<file path="src/rtl/mfs_pkg.sv">
`default_nettype none

package mfs_pkg;

    localparam logic [7:0] FRAME_MARK = 8'h68;
    localparam logic [7:0] FRAME_END  = 8'h16;
    localparam int         MIN_FRAME  = 12;
    localparam int         SUM_EXTRA  = 10;

    localparam logic [1:0] ST_OK      = 2'd0;
    localparam logic [1:0] ST_CS_ERR  = 2'd1;
    localparam logic [1:0] ST_NO_HEAD = 2'd2;
    localparam logic [1:0] ST_NO_END  = 2'd3;

    typedef struct packed {
        logic [7:0] byte_value;
        logic       is_last;
    } t_in;

    typedef struct packed {
        logic [1:0] status;
        logic       is_frame;
        logic [7:0] control_code;
    } t_out;

    typedef enum logic [2:0] {
        RA_POS,
        RA_POS7,
        RA_POS8,
        RA_POS9,
        RA_END,
        RA_CS,
        RA_SUM
    } t_rd_sel;

    typedef enum logic [3:0] {
        S_IDLE,
        S_P0,
        S_C0,
        S_C7,
        S_C9,
        S_CEND,
        S_SUM,
        S_CSRD,
        S_CSCHK,
        S_CTRL
    } t_state;

    typedef struct packed {
        logic       load;
        logic       scan_init;
        logic       pos_inc;
        t_rd_sel    rd_sel;
        logic       len_ld;
        logic       head_set;
        logic       sum_clr;
        logic       sum_step;
        logic       res_ld;
        logic [1:0] res_status;
    } t_cmd;

    typedef struct packed {
        logic pos_ok;
        logic data_mark;
        logic data_end;
        logic fits;
        logic sum_last;
        logic sum_match;
        logic head;
    } t_sts;

endpackage

`default_nettype wire

</file>
<file path="src/rtl/mfs_datapath.sv">
`default_nettype none

module mfs_datapath #(
    parameter int BUFFER_DEPTH = 256
) (
    input  wire logic          i_clk,
    input  wire logic          i_rst_n,
    input  wire mfs_pkg::t_in  i_in,
    input  wire mfs_pkg::t_cmd i_cmd,
    output mfs_pkg::t_sts      o_sts,
    output logic               o_valid,
    output mfs_pkg::t_out      o_result
);

    localparam int AW = (BUFFER_DEPTH > 1) ? $clog2(BUFFER_DEPTH) : 1;
    localparam int CW = $clog2(BUFFER_DEPTH + 1);
    localparam int SW = ((CW > 8) ? CW : 8) + 2;

    logic [7:0]    r_mem [BUFFER_DEPTH];
    logic [7:0]    r_rd_data;
    logic [CW-1:0] r_count;
    logic [CW-1:0] r_pos;
    logic [7:0]    r_len;
    logic [8:0]    r_idx;
    logic [7:0]    r_sum;
    logic          r_pend;
    logic          r_head;
    logic          r_valid;
    mfs_pkg::t_out r_result;

    logic [SW-1:0] pos_w;
    logic [SW-1:0] len_w;
    logic [SW-1:0] cnt_w;
    logic [SW-1:0] addr_w;
    logic [AW-1:0] rd_addr;

    assign pos_w = SW'(r_pos);
    assign len_w = SW'(r_len);
    assign cnt_w = SW'(r_count);

    always_comb begin
        unique case (i_cmd.rd_sel)
            mfs_pkg::RA_POS:  addr_w = pos_w;
            mfs_pkg::RA_POS7: addr_w = pos_w + SW'(7);
            mfs_pkg::RA_POS8: addr_w = pos_w + SW'(8);
            mfs_pkg::RA_POS9: addr_w = pos_w + SW'(9);
            mfs_pkg::RA_END:  addr_w = pos_w + len_w + SW'(mfs_pkg::MIN_FRAME - 1);
            mfs_pkg::RA_CS:   addr_w = pos_w + len_w + SW'(mfs_pkg::SUM_EXTRA);
            mfs_pkg::RA_SUM:  addr_w = pos_w + SW'(r_idx);
            default:          addr_w = pos_w;
        endcase
    end

    assign rd_addr = addr_w[AW-1:0];

    // Store write during loading; the read port is always active.
    always_ff @(posedge i_clk) begin
        if (i_cmd.load && (r_count < CW'(BUFFER_DEPTH))) begin
            r_mem[r_count[AW-1:0]] <= i_in.byte_value;
        end
        r_rd_data <= r_mem[rd_addr];
    end

    always_ff @(posedge i_clk) begin
        if (!i_rst_n) begin
            r_count <= '0;
            r_head  <= 1'b0;
            r_pend  <= 1'b0;
            r_valid <= 1'b0;
        end else begin
            r_valid <= i_cmd.res_ld;
            r_pend  <= i_cmd.sum_step;
            if (i_cmd.res_ld) begin
                r_count <= '0;
            end else if (i_cmd.load && (r_count < CW'(BUFFER_DEPTH))) begin
                r_count <= r_count + CW'(1);
            end
            if (i_cmd.scan_init) begin
                r_head <= 1'b0;
            end else if (i_cmd.head_set) begin
                r_head <= 1'b1;
            end
        end
    end

    always_ff @(posedge i_clk) begin
        if (i_cmd.scan_init) begin
            r_pos <= '0;
        end else if (i_cmd.pos_inc) begin
            r_pos <= r_pos + CW'(1);
        end
        if (i_cmd.len_ld) begin
            r_len <= r_rd_data;
        end
        // Sum reads are pipelined: the byte read last cycle is added now.
        if (i_cmd.sum_clr) begin
            r_idx <= '0;
            r_sum <= '0;
        end else begin
            if (i_cmd.sum_step) begin
                r_idx <= r_idx + 9'd1;
            end
            if (r_pend) begin
                r_sum <= r_sum + r_rd_data;
            end
        end
        if (i_cmd.res_ld) begin
            r_result.status       <= i_cmd.res_status;
            r_result.is_frame     <= (i_cmd.res_status == mfs_pkg::ST_OK);
            r_result.control_code <= (i_cmd.res_status == mfs_pkg::ST_OK) ? r_rd_data : 8'd0;
        end
    end

    always_comb begin
        o_sts.pos_ok    = (pos_w + SW'(mfs_pkg::MIN_FRAME)) <= cnt_w;
        o_sts.data_mark = (r_rd_data == mfs_pkg::FRAME_MARK);
        o_sts.data_end  = (r_rd_data == mfs_pkg::FRAME_END);
        o_sts.fits      = (pos_w + SW'(r_rd_data) + SW'(mfs_pkg::MIN_FRAME)) <= cnt_w;
        o_sts.sum_last  = (r_idx == (9'(r_len) + 9'(mfs_pkg::SUM_EXTRA - 1)));
        o_sts.sum_match = (r_sum == r_rd_data);
        o_sts.head      = r_head;
    end

    assign o_valid  = r_valid;
    assign o_result = r_result;

endmodule

`default_nettype wire

</file>
<file path="src/rtl/mfs_ctrl.sv">
`default_nettype none

module mfs_ctrl (
    input  wire logic          i_clk,
    input  wire logic          i_rst_n,
    input  wire logic          i_start,
    input  wire logic          i_last,
    input  wire mfs_pkg::t_sts i_sts,
    output logic               o_busy,
    output mfs_pkg::t_cmd      o_cmd
);

    mfs_pkg::t_state r_state;
    mfs_pkg::t_state n_state;

    // High in the first sum cycle only, when the end byte is on the read data.
    logic r_first;

    always_ff @(posedge i_clk) begin
        if (!i_rst_n) begin
            r_state <= mfs_pkg::S_IDLE;
        end else begin
            r_state <= n_state;
        end
    end

    always_ff @(posedge i_clk) begin
        if (!i_rst_n) begin
            r_first <= 1'b0;
        end else begin
            r_first <= (r_state == mfs_pkg::S_CEND);
        end
    end

    assign o_busy = (r_state != mfs_pkg::S_IDLE);

    always_comb begin
        n_state = r_state;
        o_cmd   = '0;
        o_cmd.rd_sel     = mfs_pkg::RA_POS;
        o_cmd.res_status = mfs_pkg::ST_NO_HEAD;
        unique case (r_state)
            mfs_pkg::S_IDLE: begin
                if (i_start) begin
                    o_cmd.load = 1'b1;
                    if (i_last) begin
                        o_cmd.scan_init = 1'b1;
                        n_state = mfs_pkg::S_P0;
                    end
                end
            end
            mfs_pkg::S_P0: begin
                o_cmd.rd_sel = mfs_pkg::RA_POS;
                if (i_sts.pos_ok) begin
                    n_state = mfs_pkg::S_C0;
                end else begin
                    o_cmd.res_ld     = 1'b1;
                    o_cmd.res_status = i_sts.head ? mfs_pkg::ST_NO_END : mfs_pkg::ST_NO_HEAD;
                    n_state = mfs_pkg::S_IDLE;
                end
            end
            mfs_pkg::S_C0: begin
                o_cmd.rd_sel = mfs_pkg::RA_POS7;
                if (i_sts.data_mark) begin
                    n_state = mfs_pkg::S_C7;
                end else begin
                    o_cmd.pos_inc = 1'b1;
                    n_state = mfs_pkg::S_P0;
                end
            end
            mfs_pkg::S_C7: begin
                o_cmd.rd_sel = mfs_pkg::RA_POS9;
                if (i_sts.data_mark) begin
                    n_state = mfs_pkg::S_C9;
                end else begin
                    o_cmd.pos_inc = 1'b1;
                    n_state = mfs_pkg::S_P0;
                end
            end
            mfs_pkg::S_C9: begin
                // The length byte is on the read data now.
                o_cmd.len_ld = 1'b1;
                if (i_sts.fits) begin
                    o_cmd.head_set = 1'b1;
                    n_state = mfs_pkg::S_CEND;
                end else begin
                    o_cmd.pos_inc = 1'b1;
                    n_state = mfs_pkg::S_P0;
                end
            end
            mfs_pkg::S_CEND: begin
                o_cmd.rd_sel = mfs_pkg::RA_END;
                n_state = mfs_pkg::S_SUM;
                o_cmd.sum_clr = 1'b1;
                // The end read is issued here and checked on entry to the sum.
            end
            mfs_pkg::S_SUM: begin
                o_cmd.rd_sel = mfs_pkg::RA_SUM;
                if (r_first && !i_sts.data_end) begin
                    o_cmd.pos_inc = 1'b1;
                    n_state = mfs_pkg::S_P0;
                end else begin
                    o_cmd.sum_step = 1'b1;
                    if (i_sts.sum_last) begin
                        n_state = mfs_pkg::S_CSRD;
                    end
                end
            end
            mfs_pkg::S_CSRD: begin
                o_cmd.rd_sel = mfs_pkg::RA_CS;
                n_state = mfs_pkg::S_CSCHK;
            end
            mfs_pkg::S_CSCHK: begin
                o_cmd.rd_sel = mfs_pkg::RA_POS8;
                if (i_sts.sum_match) begin
                    n_state = mfs_pkg::S_CTRL;
                end else begin
                    o_cmd.res_ld     = 1'b1;
                    o_cmd.res_status = mfs_pkg::ST_CS_ERR;
                    n_state = mfs_pkg::S_IDLE;
                end
            end
            mfs_pkg::S_CTRL: begin
                o_cmd.res_ld     = 1'b1;
                o_cmd.res_status = mfs_pkg::ST_OK;
                n_state = mfs_pkg::S_IDLE;
            end
            default: begin
                n_state = mfs_pkg::S_IDLE;
            end
        endcase
    end

endmodule

`default_nettype wire

</file>
<file path="src/rtl/meter_frame_search.sv">
// Meter frame search. Bytes of a receive buffer are loaded one per accepted
// word (start high while busy is low); the word with is_last set starts a
// scan of the stored buffer for a frame of the form 0x68, six address bytes,
// 0x68, control, length L, L data bytes, checksum, 0x16. The block is busy
// from that word until the single result, which appears on o_result for one
// cycle with o_valid high and cannot be held off. The scan runs on the single
// read port of the buffer memory. For each start position in turn it reads the
// first mark, the second mark and the length, then the end byte; it then sums
// the frame bytes and reads the checksum. A failed mark, length or end check
// moves on to the next position; a checksum compare or the position past the
// last one ends the scan, and the result is registered after it. Bytes past
// BUFFER_DEPTH are dropped, though a final byte still starts the scan.
`default_nettype none

module meter_frame_search #(
    parameter int BUFFER_DEPTH = 256
) (
    input  wire logic         i_clk,
    input  wire logic         i_rst_n,
    input  wire logic         i_start,
    input  wire mfs_pkg::t_in i_in,
    output logic              o_busy,
    output logic              o_valid,
    output mfs_pkg::t_out     o_result
);

    mfs_pkg::t_cmd cmd;
    mfs_pkg::t_sts sts;

    mfs_ctrl u_ctrl (
        .i_clk   (i_clk),
        .i_rst_n (i_rst_n),
        .i_start (i_start),
        .i_last  (i_in.is_last),
        .i_sts   (sts),
        .o_busy  (o_busy),
        .o_cmd   (cmd)
    );

    mfs_datapath #(
        .BUFFER_DEPTH (BUFFER_DEPTH)
    ) u_datapath (
        .i_clk    (i_clk),
        .i_rst_n  (i_rst_n),
        .i_in     (i_in),
        .i_cmd    (cmd),
        .o_sts    (sts),
        .o_valid  (o_valid),
        .o_result (o_result)
    );

    a_frame_flag : assert property (@(posedge i_clk) disable iff (!i_rst_n)
        o_valid |-> (o_result.is_frame == (o_result.status == mfs_pkg::ST_OK)))
        else $error("is_frame disagrees with status");

    a_ctrl_zero : assert property (@(posedge i_clk) disable iff (!i_rst_n)
        (o_valid && !o_result.is_frame) |-> (o_result.control_code == 8'd0))
        else $error("control code set without a good frame");

    a_one_pulse : assert property (@(posedge i_clk) disable iff (!i_rst_n)
        o_valid |=> !o_valid)
        else $error("result strobe longer than one cycle");

    a_scan_busy : assert property (@(posedge i_clk) disable iff (!i_rst_n)
        (i_start && !o_busy && i_in.is_last) |=> o_busy)
        else $error("last word did not start a scan");

    a_valid_end : assert property (@(posedge i_clk) disable iff (!i_rst_n)
        o_valid |-> !o_busy)
        else $error("result while still scanning");

endmodule

`default_nettype wire
</file>
<file path="config.mk">
export PLATFORM = sky130hd
export DESIGN_NAME = meter_frame_search
export DESIGN_NICKNAME = d
export VERILOG_FILES = /design/src/rtl/mfs_pkg.sv /design/src/rtl/mfs_datapath.sv /design/src/rtl/mfs_ctrl.sv /design/src/rtl/meter_frame_search.sv
export SDC_FILE = /design/constraint.sdc
export NUM_CORES = 2
export LEC_CHECK = 0
export BUFFER_PORTS_ARGS = -buffer_cell sky130_fd_sc_hd__buf_2
export CAP_MARGIN = 20
export CORE_UTILIZATION = 33
export DETAILED_ROUTE_END_ITERATION = 16
export GPL_TIMING_DRIVEN = 0
export HOLD_SLACK_MARGIN = 0.1
export PLACE_DENSITY = 0.49
export SYNTH_ARGS = -nofsm -noshare
export SYNTH_HDL_FRONTEND = slang
export SYNTH_SLANG_ARGS = --single-unit
</file>
<file path="constraint.sdc">
create_clock -name i_clk -period 13.36 [get_ports i_clk]
set_input_delay 2.672 -clock i_clk [delete_from_list [all_inputs] [get_ports i_clk]]
set_output_delay 2.672 -clock i_clk [all_outputs]
set_load 0.01 [all_outputs]
</file>
# Word level (Yosys, flattened, before mapping)
# Memory sizes are Yosys's and may differ from the RTL's. A register that Yosys moved wholly into a read port is not among the register bits.
# Index checks and enable logic that the tools add are counted.
# Widths: inputs -> output; s select.
# totals
mem_bits_rw,2048
word_cells,95
in_bits,12
memories,1
output_inout_bits,13
ff_bits,62
# op_classes
n_eq_ne,22
n_reduce_logical,10
bitwise_logic,1
n_mux,30
add_sub_neg,15
magnitude_cmp,3
# memory_table
memory,words,width,read_ports,rd_ports_with_merged_regs,wr,line,source
u_datapath.r_mem,256,8,1,1,1,mfs_datapath.sv:19,logic [7:0] r_mem [BUFFER_DEPTH];
# ops
operator,count
$pmux 8 s6,1
$pmux 4 s9,1
$add 8x4->8 const B,4
$add 9x1->9 const B,3
$add 8x8->8,3
$le 11x9->1,2
$mux 4,5
$pmux 3 s6,1
$eq 4x3->1 const B,4
$mux 3,4
$add 11x4->11 const B,1
$mux 1,11
$add 9x4->10 const B,1
$add 9x8->10,1
$mux 2,5
$add 8x4->9 const B,1
$eq 3x3->1 const B,3
$eq 9x9->1,1
$lt 9x9->1 const B,1
$pmux 3 s3,1
$add 8x3->8 const B,1
$eq 4x2->1 const B,2
$eq 4x4->1 const B,2
$eq 8x5->1 const B,1
other kinds (16),21

# Logic depth before layout (Yosys ltp)
# depth
ltp_word,6
mapped_depth,21
ltp_nobuf,21

# Modules after synthesis
# From an unflattened synthesis, not the netlist that was laid out.
# hier_totals
cells_unflattened,4331
area_unflattened_um2,86586.8
# modules_own_cells
mod,cells_each,area_per_inst_um2,instances,seq_area_each_um2
mfs_datapath,4264,86142.6,1,62990.4
mfs_ctrl,67,444.2,1,100.1

# Worst setup path after synthesis
# OpenSTA, ideal clock, no wires.
# synth_timing
path_type,input port to flip-flop
start,input port i_start
end,"memory u_datapath.r_mem[219][0], enable pin"
required_time_ps,12990
arrival_time_ps,4031
cell_stages,5
setup_time_ps,370
slack_ps,8958
path_buffers,2
path_cell_list,and3_1 > clkbuf_1 > nand3_1 > clkbuf_1 > nor2_1
# synth_via
elab_chain_len,5
# synth_lines
element,line,source
from (decl),meter_frame_search.sv:20,"input wire logic i_start,"
$mux 2,mfs_ctrl.sv:44,if (i_start) begin
$mux 2,mfs_ctrl.sv:42,unique case (r_state)
$logic_and 1x1->1,mfs_datapath.sv:58,if (i_cmd.load && (r_count < CW'(BUFFER_DEPTH))) begin
$mux 1,mfs_datapath.sv:58,
$mux 1 (not written as such),mfs_datapath.sv:59,r_mem[r_count[AW-1:0]] <= i_in.byte_value;
to (decl),mfs_datapath.sv:19,
# Every way passes these cells.

# Worst setup path after layout
# layout_timing
start,register u_ctrl.r_state[0]
end,register u_datapath.r_rd_data[5] (read register of u_datapath.r_mem)
# layout_via
elab_chain_len,4
word_cells_on_any_way,14
classes_between,eq/ne (12); mux (2)
# layout_lines
element,line,source
from (decl),mfs_ctrl.sv:13,mfs_pkg::t_state r_state;
from (signal assigned),mfs_ctrl.sv:21,r_state <= mfs_pkg::S_IDLE;
from (signal assigned),mfs_ctrl.sv:23,r_state <= n_state;
"$eq 4x4->1, or another cell as far along",mfs_ctrl.sv:42,
$pmux 3 s6 *,mfs_ctrl.sv:42,
"$eq 3x3->1, or another cell as far along",mfs_datapath.sv:42,unique case (i_cmd.rd_sel)
$pmux 8 s6 *,mfs_datapath.sv:42,
to (decl),mfs_datapath.sv:20,logic [7:0] r_rd_data;
# Mark *: on every way between the ends. The rest lies on a longest branch, timed or not.
# A chain may end at the register's enable or synchronous reset.

==> metrics.txt <==
Die ar. 264700 sq um; Fmax 0.1259 GHz; worst slew margin relative to its limit 11.36%; Worst EP arrival 8.63 ns; Finished Core Util 38.60%; share of cells above drive strength 1 under 10%; Rows 187; FF+latch count, synth 2118; HP Class reg -> reg; WL final ~370000 um; Clock Skew 0.08598 ns; Synth Area in Compound Gates 5.828%; dpl hpwl 262500 um; share of the synthesized area in the top cell type 71.62%; most used cell, CP clkbuf_1; Die Wd between 500 and 600 um; RR Startpoint u_ctrl.r_state[0]$_SDFFE_PN0P_; Synth area leaders edfxtp_1 72%, nand2_1 7.7%, nand3_1 4.5%, mux2i_1 2.0%, a311oi_1 1.6%; syn_nets around 6.8k; Final TNS setup 0 ns; setup violation total in the final timing report 0; drt initial violations 9437; TritonCTS Buffers 228; crit end category register; FF-to-FF End u_datapath.r_rd_data[5]$_DFF_P_; cell leakage power 34.08 nW; DRC errors left 0; sequential power share ~53%; number of flops mapped to enable cells by yosys 2067; crit path launch u_ctrl.r_state[0]$_SDFFE_PN0P_; CTS tree built; Layout area overhead 16.00%; Core Area 260400 sq um; Routability Congestion 0.9975; r2r setup slk ~5.4 ns; most used routing layer met2; CTS Buffer Depth 3; Vias/cell 5.707; Worst path max stage delay 0.98 ns; Yosys Warn Count 0; Final Non-Filler Cells between 10k and 15k; peak supply drop 0.1234 mV; first-pass GRT wire length 487300 um; Cell Int Power 0.01083 W; outcome finished clean; Reg clk slew, reported paths 0.06 ns; CTS Hold Bufs 0; Tightest Pin Transition 1.330 ns; Layout Nets 7169; fin crit period slightly below 8 ns; Worst Setup Start Kind register; post-synthesis xor/xnor area fraction 0.6757%; Distinct cells, synth 73; slowest stage cell, crit path clkbuf_1; pin count of the biggest net entering global routing ~150; switching fraction of total power 21.38%; Fin. Hold Viols 0; dpl cells 10.34k; met3 Use GR 8.563%; GR Util met1 around 36%; Via Count 61.54k; CP max FO 10; met2 Usage GRT approximately two fifths; # resized after CTS 0; Post-CTS Setup Inserts 0; die height 514.5 um; Switch Pwr 0.002944 W; reg2reg path depth 18; share of synthesized flip-flops with an asynchronous set or reset 0%; gr usage total 27.11%; Logic pwr share 1.7%; Final Slew Violations 0; remaining global-route overflow 0; Cells after Synth 6714; Top FF cell, synth edfxtp_1; synthesized area a little under 90000 sq um; area leader, netlist edfxtp_1; root buf cell clkbuf_16; PwrDens 137.0 nW/um^2; vias in the first global route 57.03k; initial antenna violation count 31; Initial Utilization 33.28%; Max-Cap Viols 0; mux cell area share after synthesis 2.065%; Avg WL per Cell between 30 and 40 um; boundary pin count 25; final antenna-violating net count 0; DRT Pass-1 Iters 8; Clock Latency Late Sink 0.91 ns; syn_area_per_cell 12.91 sq um; Final period util 59.43%; CP endpoint u_datapath.r_rd_data[5]$_DFF_P_; Sink Count 2118; clock network fraction of total power between 40 and 50%; worst-path cell chain clkbuf_1, clkbuf_1, nor2b_1, o21ai_0, fa_1, xnor2_1, a211oi_1, a221oi_2, buf_4, nor2_1, clkbuf_1, clkbuf_1, a32oi_1, a31oi_1, nor3_1, a2111oi_0, nor2_1, and3_1; Simple-Gate Fraction of Synth Area 15.36%; Post-Synth Adder-Cell Area 0.9875%; count of buffers from port buffering 24; WS Path Type reg -> reg; main combinational cell family by area after synthesis simple AND/OR/NAND/NOR gates; Seq/Total Area, Yosys between 70% and 80%; CP required 14.05 ns; unrepaired setup endpoints after global routing false; H-tree lvl count 4
==> metrics by stage <==
| stage | hold slack [ns] | power, W | setup WS, ns | instance area [sq um] |
|---|---|---|---|---|
| after floorplan | 0.4403 | 0.007500 | 8.959 | 86670 |
| after global placement | 0.4620 | 0.007687 | 4.107 | 91160 |
| after detailed placement | 0.4692 | 0.007682 | 5.703 | 93050 |
| after CTS | 0.4835 | 0.01380 | 5.668 | 100300 |
| after global routing | 0.5291 | 0.01407 | 5.497 | 100500 |
| final | 0.4822 | 0.01377 | 5.420 | 100500 |
==> registers in the layout, indices dropped and copies added (netlist names) <==
signal	count
u_ctrl.r_state	4
u_datapath.r_sum	8
u_datapath.r_pos	9
u_datapath.r_mem	2048
u_ctrl.r_first	1
u_datapath.r_head	1
u_datapath.r_count	9
u_datapath.o_valid	1
u_datapath.o_result	11
u_datapath.r_idx	9
u_datapath.r_pend	1
u_datapath.r_rd_data	8
u_datapath.r_len	8
==> area by class of cell <==
cell class,count,area (sq um)
clock inverters,135,1383
inverters,42,157.7
multi-input cells,4111,21620
diodes,20,50.05
flip-flops and latches,2118,63090
clock buffers,272,5871
well taps,3496,4374
fillers,24738,159900
plain buffers,443,1849
repair buffers,147,2137
==> power by group through the flow <==
stage | sequential [W] | clock (W) | combinational, W
floorplan | 0.00744 | 0 | 0.0000565
global placement | 0.00748 | 0 | 0.000208
detailed placement | 0.00745 | 0 | 0.000234
CTS | 0.00731 | 0.00626 | 0.000234
global route | 0.00731 | 0.00651 | 0.000250
finish | 0.00731 | 0.00622 | 0.000238
==> synthesized netlist by cell type, types with 35 or more instances <==
library cell / count
clkbuf_1: 243
nand3_1: 772
nor3_1: 35
nand2_1: 1777
a31oi_1: 93
xnor2_1: 47
a32oi_1: 126
and3_1: 83
edfxtp_1: 2067
buf_2: 128
dfxtp_1: 51
inv_1: 42
ha_1: 62
buf_1: 71
a311oi_1: 157
nor2_1: 351
a21oi_1: 98
mux2i_1: 172
==> placed cells by master, fill, tap and decap left out, drive strengths merged, types with 23 or more instances in the layout <==
cell type  Yosys  routed
mux2i        172     172
nand2       1777    1777
and3          83      83
clkbuf       243     517
and2          23      23
a21oi         99      99
clkinv         0     107
edfxtp      2067    2067
xnor2         48      48
a311oi       157     157
ha            62      62
o21ai         40      40
nor3          36      36
dfxtp         51      51
a32oi        126     126
a22oi         26      26
nor2         352     352
nand3        772     772
a31oi         93      93
buf          200     345
inv           42      44
==> metal layers <==
metal	vias to the layer above	wire (um)
met1	31197	147400
met5	-	237
met4	18	19510
li1	25633	-
met3	823	43260
met2	3868	156000
==> critical path: cells and delay by family (launching register included) <==
| family | cells | cell delay (ns) |
|---|---|---|
| compound gates | 6 | 2.45 |
| xor+xnor | 1 | 0.17 |
| buf+inv | 5 | 2.86 |
| fa+ha+maj | 1 | 0.47 |
| flops | 1 | 0.44 |
| simple gates | 5 | 1.34 |
==> logic make-up after synthesis <==
kind of cell,Yosys count
xor gates and xnor gates,66
muxes,175
buffers and inverters,485
DFF,2118
AOI/OAI and AO/OA,673
adders and majority gates,66
and+or+nand+nor,3131
==> how the worst min path moves through the flow <==
stage / start / end / cells past startpoint / slack (ns)
finish: u_datapath.r_count[8]$_SDFFE_PP0P_ / u_datapath.r_count[8]$_SDFFE_PP0P_ / 2 / 0.48
CTS: u_datapath.r_count[8]$_SDFFE_PP0P_ / u_datapath.r_count[8]$_SDFFE_PP0P_ / 2 / 0.48
global route: u_datapath.r_head$_SDFFE_PP0P_ / u_datapath.r_head$_SDFFE_PP0P_ / 1 / 0.53
global placement: u_datapath.r_count[8]$_SDFFE_PP0P_ / u_datapath.r_count[8]$_SDFFE_PP0P_ / 2 / 0.46
detailed placement: u_datapath.r_count[8]$_SDFFE_PP0P_ / u_datapath.r_count[8]$_SDFFE_PP0P_ / 2 / 0.47
floorplan: u_datapath.r_count[8]$_SDFFE_PP0P_ / u_datapath.r_count[8]$_SDFFE_PP0P_ / 2 / 0.44
No activity file was read; power rests on OpenSTA's default activity.
